$ cat config.mk
export PLATFORM = sky130hd
export DESIGN_NAME = lfru_alu
export DESIGN_NICKNAME = d
export VERILOG_FILES = /design/src/lfru_replica_victim_selector_macros.svh /design/src/lfru_pkg.sv /design/src/lfru_alu.sv
export SDC_FILE = /design/constraint.sdc
export NUM_CORES = 1
export LEC_CHECK = 0
export BUFFER_PORTS_ARGS = -buffer_cell sky130_fd_sc_hd__clkbuf_2
export CAP_MARGIN = 10
export CORE_MARGIN = 4
export CORE_UTILIZATION = 53
export CTS_CLUSTER_DIAMETER = 200
export DETAILED_ROUTE_END_ITERATION = 12
export PLACE_DENSITY_LB_ADDON = 0.1
export SLEW_MARGIN = 30
export SYNTH_ARGS = -nofsm -noshare
export SYNTH_HDL_FRONTEND = slang
export SYNTH_SLANG_ARGS = --single-unit
$ cat constraint.sdc
create_clock -name clk -period 13.72 [get_ports clk]
set_input_delay 4.116 -clock clk [delete_from_list [all_inputs] [get_ports clk]]
set_output_delay 4.116 -clock clk [all_outputs]
set_load 0.005 [all_outputs]
$ cat src/lfru_replica_victim_selector_macros.svh
// Assertion macros shared by the victim selector RTL.
`ifndef LFRU_REPLICA_VICTIM_SELECTOR_MACROS_SVH
`define LFRU_REPLICA_VICTIM_SELECTOR_MACROS_SVH

// Check that holds only while the block is out of reset.
`define LFRU_CHK(lbl, prop, msg) \
  lbl: assert property (@(posedge clk) disable iff (!rst_n) prop) else $error(msg);

// Check that holds at every edge, reset included.
`define LFRU_CHK_ALWAYS(lbl, prop, msg) \
  lbl: assert property (@(posedge clk) prop) else $error(msg);

`endif

$ cat src/lfru_pkg.sv
// Shared constants, codes and types for the LFRU victim selector.
package lfru_pkg;

  localparam int TABLE_ENTRIES = 256;
  localparam int IDX_W   = $clog2(TABLE_ENTRIES);
  localparam int USED_W  = $clog2(TABLE_ENTRIES + 1);
  localparam int FILE_W  = 10;
  localparam int SRV_W   = 4;
  localparam int CNT_W   = 32;
  localparam int TIME_W  = 40;
  localparam int PROD_W  = 2 * TIME_W;
  localparam int NUM_W   = PROD_W + 1;
  localparam int STEP_W  = $clog2(NUM_W + 1);

  localparam logic [TIME_W-1:0] PERIOD_RESET = TIME_W'(60000000);
  localparam logic [NUM_W-1:0]  WEIGHT_BOUND = NUM_W'(64'd1000000000000);
  localparam logic [CNT_W-1:0]  CNT_MAX      = '1;

  typedef enum logic [1:0] {
    MODE_ACCESS = 2'd0,
    MODE_RESET  = 2'd1,
    MODE_SELECT = 2'd2,
    MODE_ADD    = 2'd3
  } mode_t;

  typedef enum logic [1:0] {
    ST_DONE      = 2'd0,
    ST_NO_MATCH  = 2'd1,
    ST_NO_VICTIM = 2'd2,
    ST_FULL      = 2'd3
  } status_t;

  typedef enum logic {
    ALU_MUL = 1'b0,
    ALU_DIV = 1'b1
  } alu_op_t;

  // Start request to the shared arithmetic unit.
  typedef struct packed {
    logic    go;
    alu_op_t op;
  } alu_req_t;

  // Write request to the placement table.
  typedef struct packed {
    logic              we_info;
    logic              we_cnt;
    logic              we_last;
    logic [IDX_W-1:0]  addr;
    logic [FILE_W-1:0] file;
    logic [SRV_W-1:0]  server;
    logic [CNT_W-1:0]  cnt;
    logic [TIME_W-1:0] last;
  } tbl_wr_t;

endpackage

$ cat src/lfru_alu.sv
// Shared bit-serial multiplier and restoring divider.
module lfru_alu (
  input  logic                           clk,
  input  logic                           rst_n,
  input  lfru_pkg::alu_req_t             req,
  input  logic [lfru_pkg::NUM_W-1:0]     a_i,
  input  logic [lfru_pkg::TIME_W-1:0]    d_i,
  output logic                           done,
  output logic [lfru_pkg::NUM_W-1:0]     res
);

  logic                            run_r;
  logic                            done_r;
  lfru_pkg::alu_op_t               op_r;
  logic [lfru_pkg::STEP_W-1:0]     cnt_r;
  logic [lfru_pkg::TIME_W:0]       hi_r;
  logic [lfru_pkg::NUM_W-1:0]      lo_r;
  logic [lfru_pkg::TIME_W-1:0]     d_r;

  logic [lfru_pkg::TIME_W:0]       sum;
  logic [lfru_pkg::TIME_W:0]       rem_sh;
  logic [lfru_pkg::TIME_W+1:0]     diff;
  logic [lfru_pkg::TIME_W:0]       hi_nxt;
  logic [lfru_pkg::NUM_W-1:0]      lo_nxt;

  // One multiply or divide step per cycle.
  always_comb begin
    sum    = {1'b0, hi_r[lfru_pkg::TIME_W-1:0]} + (lo_r[0] ? {1'b0, d_r} : '0);
    rem_sh = {hi_r[lfru_pkg::TIME_W-1:0], lo_r[lfru_pkg::NUM_W-1]};
    diff   = {1'b0, rem_sh} - {2'b00, d_r};
    unique case (op_r)
      lfru_pkg::ALU_MUL: begin
        hi_nxt = {1'b0, sum[lfru_pkg::TIME_W:1]};
        lo_nxt = {{(lfru_pkg::NUM_W-lfru_pkg::TIME_W){1'b0}}, sum[0],
                  lo_r[lfru_pkg::TIME_W-1:1]};
      end
      lfru_pkg::ALU_DIV: begin
        hi_nxt = diff[lfru_pkg::TIME_W+1] ? rem_sh : diff[lfru_pkg::TIME_W:0];
        lo_nxt = {lo_r[lfru_pkg::NUM_W-2:0], ~diff[lfru_pkg::TIME_W+1]};
      end
      default: begin
        hi_nxt = hi_r;
        lo_nxt = lo_r;
      end
    endcase
  end

  // Step counter and operand registers.
  always_ff @(posedge clk) begin
    if (!rst_n) begin
      run_r  <= 1'b0;
      done_r <= 1'b0;
      cnt_r  <= '0;
      op_r   <= lfru_pkg::ALU_MUL;
    end else begin
      done_r <= 1'b0;
      if (req.go) begin
        run_r <= 1'b1;
        op_r  <= req.op;
        d_r   <= d_i;
        hi_r  <= '0;
        lo_r  <= a_i;
        cnt_r <= (req.op == lfru_pkg::ALU_MUL) ? lfru_pkg::STEP_W'(lfru_pkg::TIME_W)
                                               : lfru_pkg::STEP_W'(lfru_pkg::NUM_W);
      end else if (run_r) begin
        hi_r  <= hi_nxt;
        lo_r  <= lo_nxt;
        cnt_r <= cnt_r - 1'b1;
        if (cnt_r == lfru_pkg::STEP_W'(1)) begin
          run_r  <= 1'b0;
          done_r <= 1'b1;
        end
      end
    end
  end

  assign done = done_r;
  assign res  = (op_r == lfru_pkg::ALU_MUL) ?
                {1'b0, hi_r[lfru_pkg::TIME_W-1:0], lo_r[lfru_pkg::TIME_W-1:0]} : lo_r;

endmodule

==> impl_metrics.json, run 1 <==
{
  "setup_viol": 0,
  "postCtsSetupBuffers": 0,
  "synthesis.area_um2": 12900,
  "slew_viol_final": 0,
  "start_util": 0.544,
  "finalCriticalPeriod_ps": 6490,
  "cts_tree": "yes",
  "syn_area_per_cell_um2": 8.77,
  "fillers": 2166,
  "rows": 56,
  "pwr-share-comb": 0.298,
  "dp_hpwl_um": 24000,
  "p_sw_w": 0.000569,
  "worst_pin_slew_ps": 790,
  "clkTransAtPathRegs_ps": 80,
  "clock.fmax_ghz": 0.154,
  "end_kind": "output pin",
  "yosysWarnings": 0,
  "grt_util_all_layers": 0.243,
  "tns_ps": 0,
  "maxCapViolCount": 0,
  "ys_ff_latch": 171,
  "drt_iter0_markers": 898,
  "dieHeight_um": 164,
  "power_frac_clock": 0.298,
  "r2r_slack_ps": 8750,
  "hold_path_class": "reg2reg",
  "cts-root-buf": "clkbuf_16",
  "routedWlPerCell_um": 17.2,
  "synthArstFlopShare": 0,
  "grt_pass1_vias": 10400,
  "synth_cells": 1469,
  "switching_share": 0.347,
  "maxSlewHeadroom": 0.474,
  "die_w_um": 164,
  "power.leakage_nw": 6.31,
  "grt_max_degree": 88,
  "drc": 0,
  "hold_violations": 0,
  "finClkSkew_ps": 15.6,
  "diodes": 0,
  "final_util": 0.607,
  "ys_seq_area_frac": 0.391,
  "setup_ws_ps": 7230,
  "period_share": 0.473,
  "port_buffers": 206,
  "clock_sinks": 171,
  "ys_types": 67,
  "p_int_w": 0.00107,
  "nets": 1797,
  "final_cell_mix": "205 x clkbuf_2, 183 x o21ai_0, 177 x nand2_1",
  "htreeDepth": 4,
  "synth_nets": 1678,
  "via_per_inst": 5.70,
  "cts_resized": 0,
  "clk_latency_ps": 440,
  "path_class": "reg2out",
  "critical_path.max_fanout": 69,
  "areaGrowthSynthToFinish_pct": 11.5,
  "ctsHoldBuffers": 0,
  "status": "finished, final reports clean",
  "core_um2": 23700,
  "rsz0062_at_grt": "no",
  "powerDensity_nw_per_um2": 114,
  "synthFlopType": "edfxtp_1",
  "grt_pass1_wl_um": 52700,
  "grt_overflow_total": 0,
  "gp_congestion": 0.941,
  "vdd_ir_drop_max_mv": 0.0750,
  "vias": 10900,
  "cts-buffers-inserted": 17,
  "drt_wl_total_um": 33100,
  "required_ps": 9600,
  "dieArea_um2": 26900,
  "critPathLaunchType": "flip-flop",
  "io_pins": 207,
  "cp.arrival_ps": 2370,
  "synth_edf_count": 161,
  "drt_pass1_iterations": 5,
  "clk_path_buf_depth": 2,
  "finalInstanceArea_um2": 14400,
  "final_antenna_net_count": 0,
  "place_area_um2": 13800,
  "dp_slack_ps": 6590,
  "grt_antenna_before_repair": 0,
  "drive_gt1_frac": 0.161,
  "final_common_cell": "clkbuf_2",
  "p_seq_frac": 0.404
}
## final timing paths
kind                                       startpoint                endpoint  depth (start not counted)
worst max-delay path                op_r$_SDFFE_PN0P_                 res[46]                          4
worst min-delay path            cnt_r[1]$_SDFFE_PN0N_   cnt_r[1]$_SDFFE_PN0N_                          2
worst max register to register      lo_r[0]$_DFFE_PP_  hi_r[38]$_SDFFCE_PP0P_                         13
worst min register to register  cnt_r[1]$_SDFFE_PN0N_   cnt_r[1]$_SDFFE_PN0N_                          2
## stage by stage
step / total power [W] / std cells / hold WS, ps
finish: 0.00164 / 1920 / 500
detailed placement: 0.00115 / 1888 / 494
global placement: 0.00115 / 1888 / 485
global route: 0.00173 / 1920 / 560
floorplan: 0.00103 / 1469 / 471
CTS: 0.00164 / 1920 / 506
## power by group through the flow
| stage | logic, W | registers [W] | clock network, W |
|---|---|---|---|
| floorplan | 0.000374 | 0.000656 | 0 |
| global placement | 0.000474 | 0.000672 | 0 |
| detailed placement | 0.000480 | 0.000672 | 0 |
| CTS | 0.000484 | 0.000661 | 0.000495 |
| global route | 0.000547 | 0.000666 | 0.000515 |
| finish | 0.000488 | 0.000661 | 0.000488 |
## cell type report
cell class	instances	area, um^2	area share
clock buffers	18	429	0.0299
clock inverters	14	148	0.0103
inverters	101	379	0.0264
well taps	319	399	0.0278
multi-input cells	1083	6880	0.479
flip-flops and latches	171	5040	0.351
repair buffers	214	1100	0.0764
## Yosys cell counts (35+ instances only)
cell type,number,area share
ha_1,82,0.080
nor2_1,79,0.023
buf_4,45,0.026
xnor2_1,35,0.024
a21oi_1,145,0.056
xor2_1,39,0.026
nand2_1,177,0.052
edfxtp_1,161,0.38
clkbuf_1,59,0.017
a21o_1,43,0.025
o21ai_0,183,0.071
inv_1,101,0.029
mux2i_1,43,0.033
and2_1,53,0.026
## cell families after synthesis
group           after synthesis  synth area share
compound gates              482             0.222
mux                          44            0.0343
xor+xnor                     74            0.0503
fa+ha+maj                    84            0.0827
flops                       171             0.391
buf+inv                     215            0.0767
simple gates                399             0.143
## worst max-delay path, cell delays in order, from the launching register on
cell      delay, ps
dfxtp_4         770
buf_4           650
nand2_1         170
o21ai_0         150
clkbuf_2        150
## state kept, by name, summed over array words and instances (netlist names)
| signal | flops |
|---|---|
| cnt_r | 7 |
| d_r | 40 |
| lo_r | 81 |
| run_r | 1 |
| done | 1 |
| hi_r | 40 |
| op_r | 1 |
## per-layer routing
metal  wire, um  track usage
met5          0            0
met4        400       0.0572
met3       1810       0.0391
met2      15300        0.397
met1      15500        0.342
Note: power is estimated with default switching activity, not from simulation.
==> run 2: changes to the inputs <==
--- a/config.mk
+++ b/config.mk
@@ -5,6 +5,7 @@
 export SDC_FILE = /design/constraint.sdc
 export NUM_CORES = 1
 export LEC_CHECK = 0
+export ABC_AREA = 1
 export BUFFER_PORTS_ARGS = -buffer_cell sky130_fd_sc_hd__clkbuf_2
 export CAP_MARGIN = 10
 export CORE_MARGIN = 4
==> constraint.sdc (replaced) <==
create_clock -name clk -period 5.82 [get_ports clk]
set_input_delay 1.746 -clock clk [delete_from_list [all_inputs] [get_ports clk]]
set_output_delay 1.746 -clock clk [all_outputs]
set_load 0.005 [all_outputs]
==> run 2 against run 1 <==
Sequential share of layout area shrank 3.5 points. Utilization decreased by 0.091 points. First-iteration DRC count up 47%. Clock skew is 2.7 ps higher. Global-route usage is 7.7 points higher. Critical path type unchanged. Largest cell class unchanged. Register-to-register slack worse by 6700 ps. Non-clock buffer count rose by 4.
==> impl_metrics.json, run 2 <==
{
  "status": "finished, final reports clean",
  "cts_resized": 0,
  "slew_viol_final": 0,
  "gp_congestion": 0.984,
  "regMostFlops": "lo_r",
  "worst-r2r-cell-count": 13,
  "drt_wl_total_um": 47800,
  "cpPeakStageDelay_ps": 700,
  "clock.fmax_ghz": 0.253,
  "dieHeight_um": 172,
  "powerDensity_nw_per_um2": 251,
  "critPathCapture": "res[61]",
  "ctsHoldBuffers": 0,
  "synth_cells": 2106,
  "areaGrowthSynthToFinish_pct": 11.4,
  "wl_met3_um": 5120,
  "ys_ff_latch": 171,
  "cts_tree": "yes",
  "htreeDepth": 4,
  "cp.arrival_ps": 2210,
  "synthFlopType": "edfxtp_1",
  "final_antenna_net_count": 0,
  "hold_violations": 0,
  "diodes": 0,
  "nets": 2458,
  "synth_nets": 2315,
  "clk_latency_ps": 440,
  "r2r_end": "hi_r[13]$_SDFFCE_PP0P_",
  "grt_max_degree": 82,
  "vdd_ir_drop_max_mv": 0.272,
  "highest_layer": "met4",
  "grt_pass1_wl_um": 73400,
  "hold_start": "cnt_r[1]$_SDFFE_PN0N_",
  "synth_area_leaders": "edfxtp_1 34%, nand2_1 20%, inv_1 9.0%",
  "worst_pin_slew_ps": 971,
  "dp_hpwl_um": 38200,
  "rsz0062_at_grt": "no",
  "period_share": 0.680,
  "ys_types": 39,
  "io_pins": 207,
  "met2WireLength_um": 20800,
  "crit_slowest_cell": "buf_4",
  "clkTransAtPathRegs_ps": 70,
  "synth_common_cells": "748 x nand2_1, 342 x inv_1, 161 x edfxtp_1",
  "cp-startpoint": "op_r$_SDFFE_PN0P_",
  "synthesis.area_um2": 14300,
  "syn_area_per_cell_um2": 6.81,
  "core_um2": 26400,
  "yosysMostFrequentCell": "nand2_1",
  "vias": 14300,
  "finalCriticalPeriod_ps": 3960,
  "maxSlewHeadroom": 0.352,
  "rows": 59,
  "grt_util_all_layers": 0.320,
  "drc": 0,
  "grt_pass1_vias": 13600,
  "reg_top3": "lo_r (81), d_r (40), hi_r (40)",
  "synth_top_cell_area_share": 0.337,
  "tns_ps": 0,
  "maxCapViolCount": 0,
  "setup_ws_ps": 1860,
  "start_util": 0.544,
  "final_cell_mix": "748 x nand2_1, 340 x inv_1, 205 x clkbuf_2",
  "setup_viol": 0,
  "required_ps": 4070,
  "grt_antenna_before_repair": 0,
  "ys_seq_area_frac": 0.351,
  "port_buffers": 206,
  "drt_iter0_markers": 1324,
  "hold_path_class": "reg2reg",
  "largest_register_ffs": 81,
  "timing.rr.start": "hi_r[19]$_SDFFCE_PP0P_",
  "yosysWarnings": 0,
  "synthArstFlopShare": 0,
  "cts-buffers-inserted": 17,
  "postCtsSetupBuffers": 0,
  "routedWlPerCell_um": 18.4,
  "finClkSkew_ps": 18.3,
  "power.leakage_nw": 8.26,
  "grt_overflow_total": 0,
  "drive_gt1_frac": 0.128,
  "via_per_inst": 5.50,
  "path_class": "reg2out",
  "clk_path_buf_depth": 2,
  "critical_path.max_fanout": 81,
  "die_w_um": 172,
  "dieArea_um2": 29700,
  "end_kind": "output pin",
  "critPathLaunchType": "flip-flop",
  "final_common_cell": "nand2_1",
  "dp_slack_ps": 1970,
  "path_cells": "buf_4, nand2_1, o21ai_0, clkbuf_2",
  "r2r_slack_ps": 2060,
  "synth_edf_count": 161,
  "yosysTopAreaCell": "edfxtp_1",
  "clock_sinks": 171,
  "wl_met1_um": 21000,
  "drt_pass1_iterations": 5,
  "cts-root-buf": "clkbuf_16"
}
## run 2: worst min-delay path by stage
stage,endpoint,slack (ps),depth (start not counted)
floorplan,cnt_r[1]$_SDFFE_PN0N_,440,2
global placement,cnt_r[1]$_SDFFE_PN0N_,460,2
detailed placement,cnt_r[1]$_SDFFE_PN0N_,470,2
CTS,cnt_r[1]$_SDFFE_PN0N_,480,2
global route,cnt_r[1]$_SDFFE_PN0N_,520,2
finish,cnt_r[1]$_SDFFE_PN0N_,480,2
## run 2: cell type report
type	count	area [um^2]
inverter	352	1320
multi-input combinational	1489	7450
clock buffer	18	429
timing repair buffer	218	1150
fill	2541	10400
tap	335	419
sequential	171	5040
clock inverter	14	153
## run 2: routing by layer
layer / up-vias / GRT usage
li1: 7068 / -
met1: 6480 / 0.464
met2: 687 / 0.494
met3: 60 / 0.0665
met4: 0 / 0.0766
met5: - / 0
## run 2: power by group
group          total (W)  internal, W  leakage [nW]  switching [W]
logic            0.00129     0.000436          6.35       0.000855
registers        0.00155      0.00146          1.64      0.0000894
clock network    0.00117     0.000575         0.277       0.000592
## run 2: kinds of logic after synthesis
| logic type | share of synthesized area |
|---|---|
| fa+ha+maj | 0.0744 |
| compound gates | 0.121 |
| xor+xnor | 0.0141 |
| buf+inv | 0.129 |
| flops | 0.351 |
| simple gates | 0.310 |
## run 2: critical path: cells and delay by family, from the launching register on
family | cells | cell delay [ps]
AO/OA/AOI/OAI | 1 | 240
buffers and inverters | 2 | 900
flip-flops | 1 | 460
AND/OR/NAND/NOR | 1 | 140
## run 2: per-stage QoR
stage	instances	utilization	total power [W]	hold WS (ps)	cell area [um^2]
6_report	2597	0.606	0.00401	481	16000
5_1_grt	2597	0.606	0.00423	519	16000
4_1_cts	2597	0.606	0.00399	478	16000
3_5_place_dp	2565	0.584	0.00283	466	15400
3_3_place_gp	2565	0.584	0.00282	462	15400
2_1_floorplan	2106	-	0.00243	445	14300
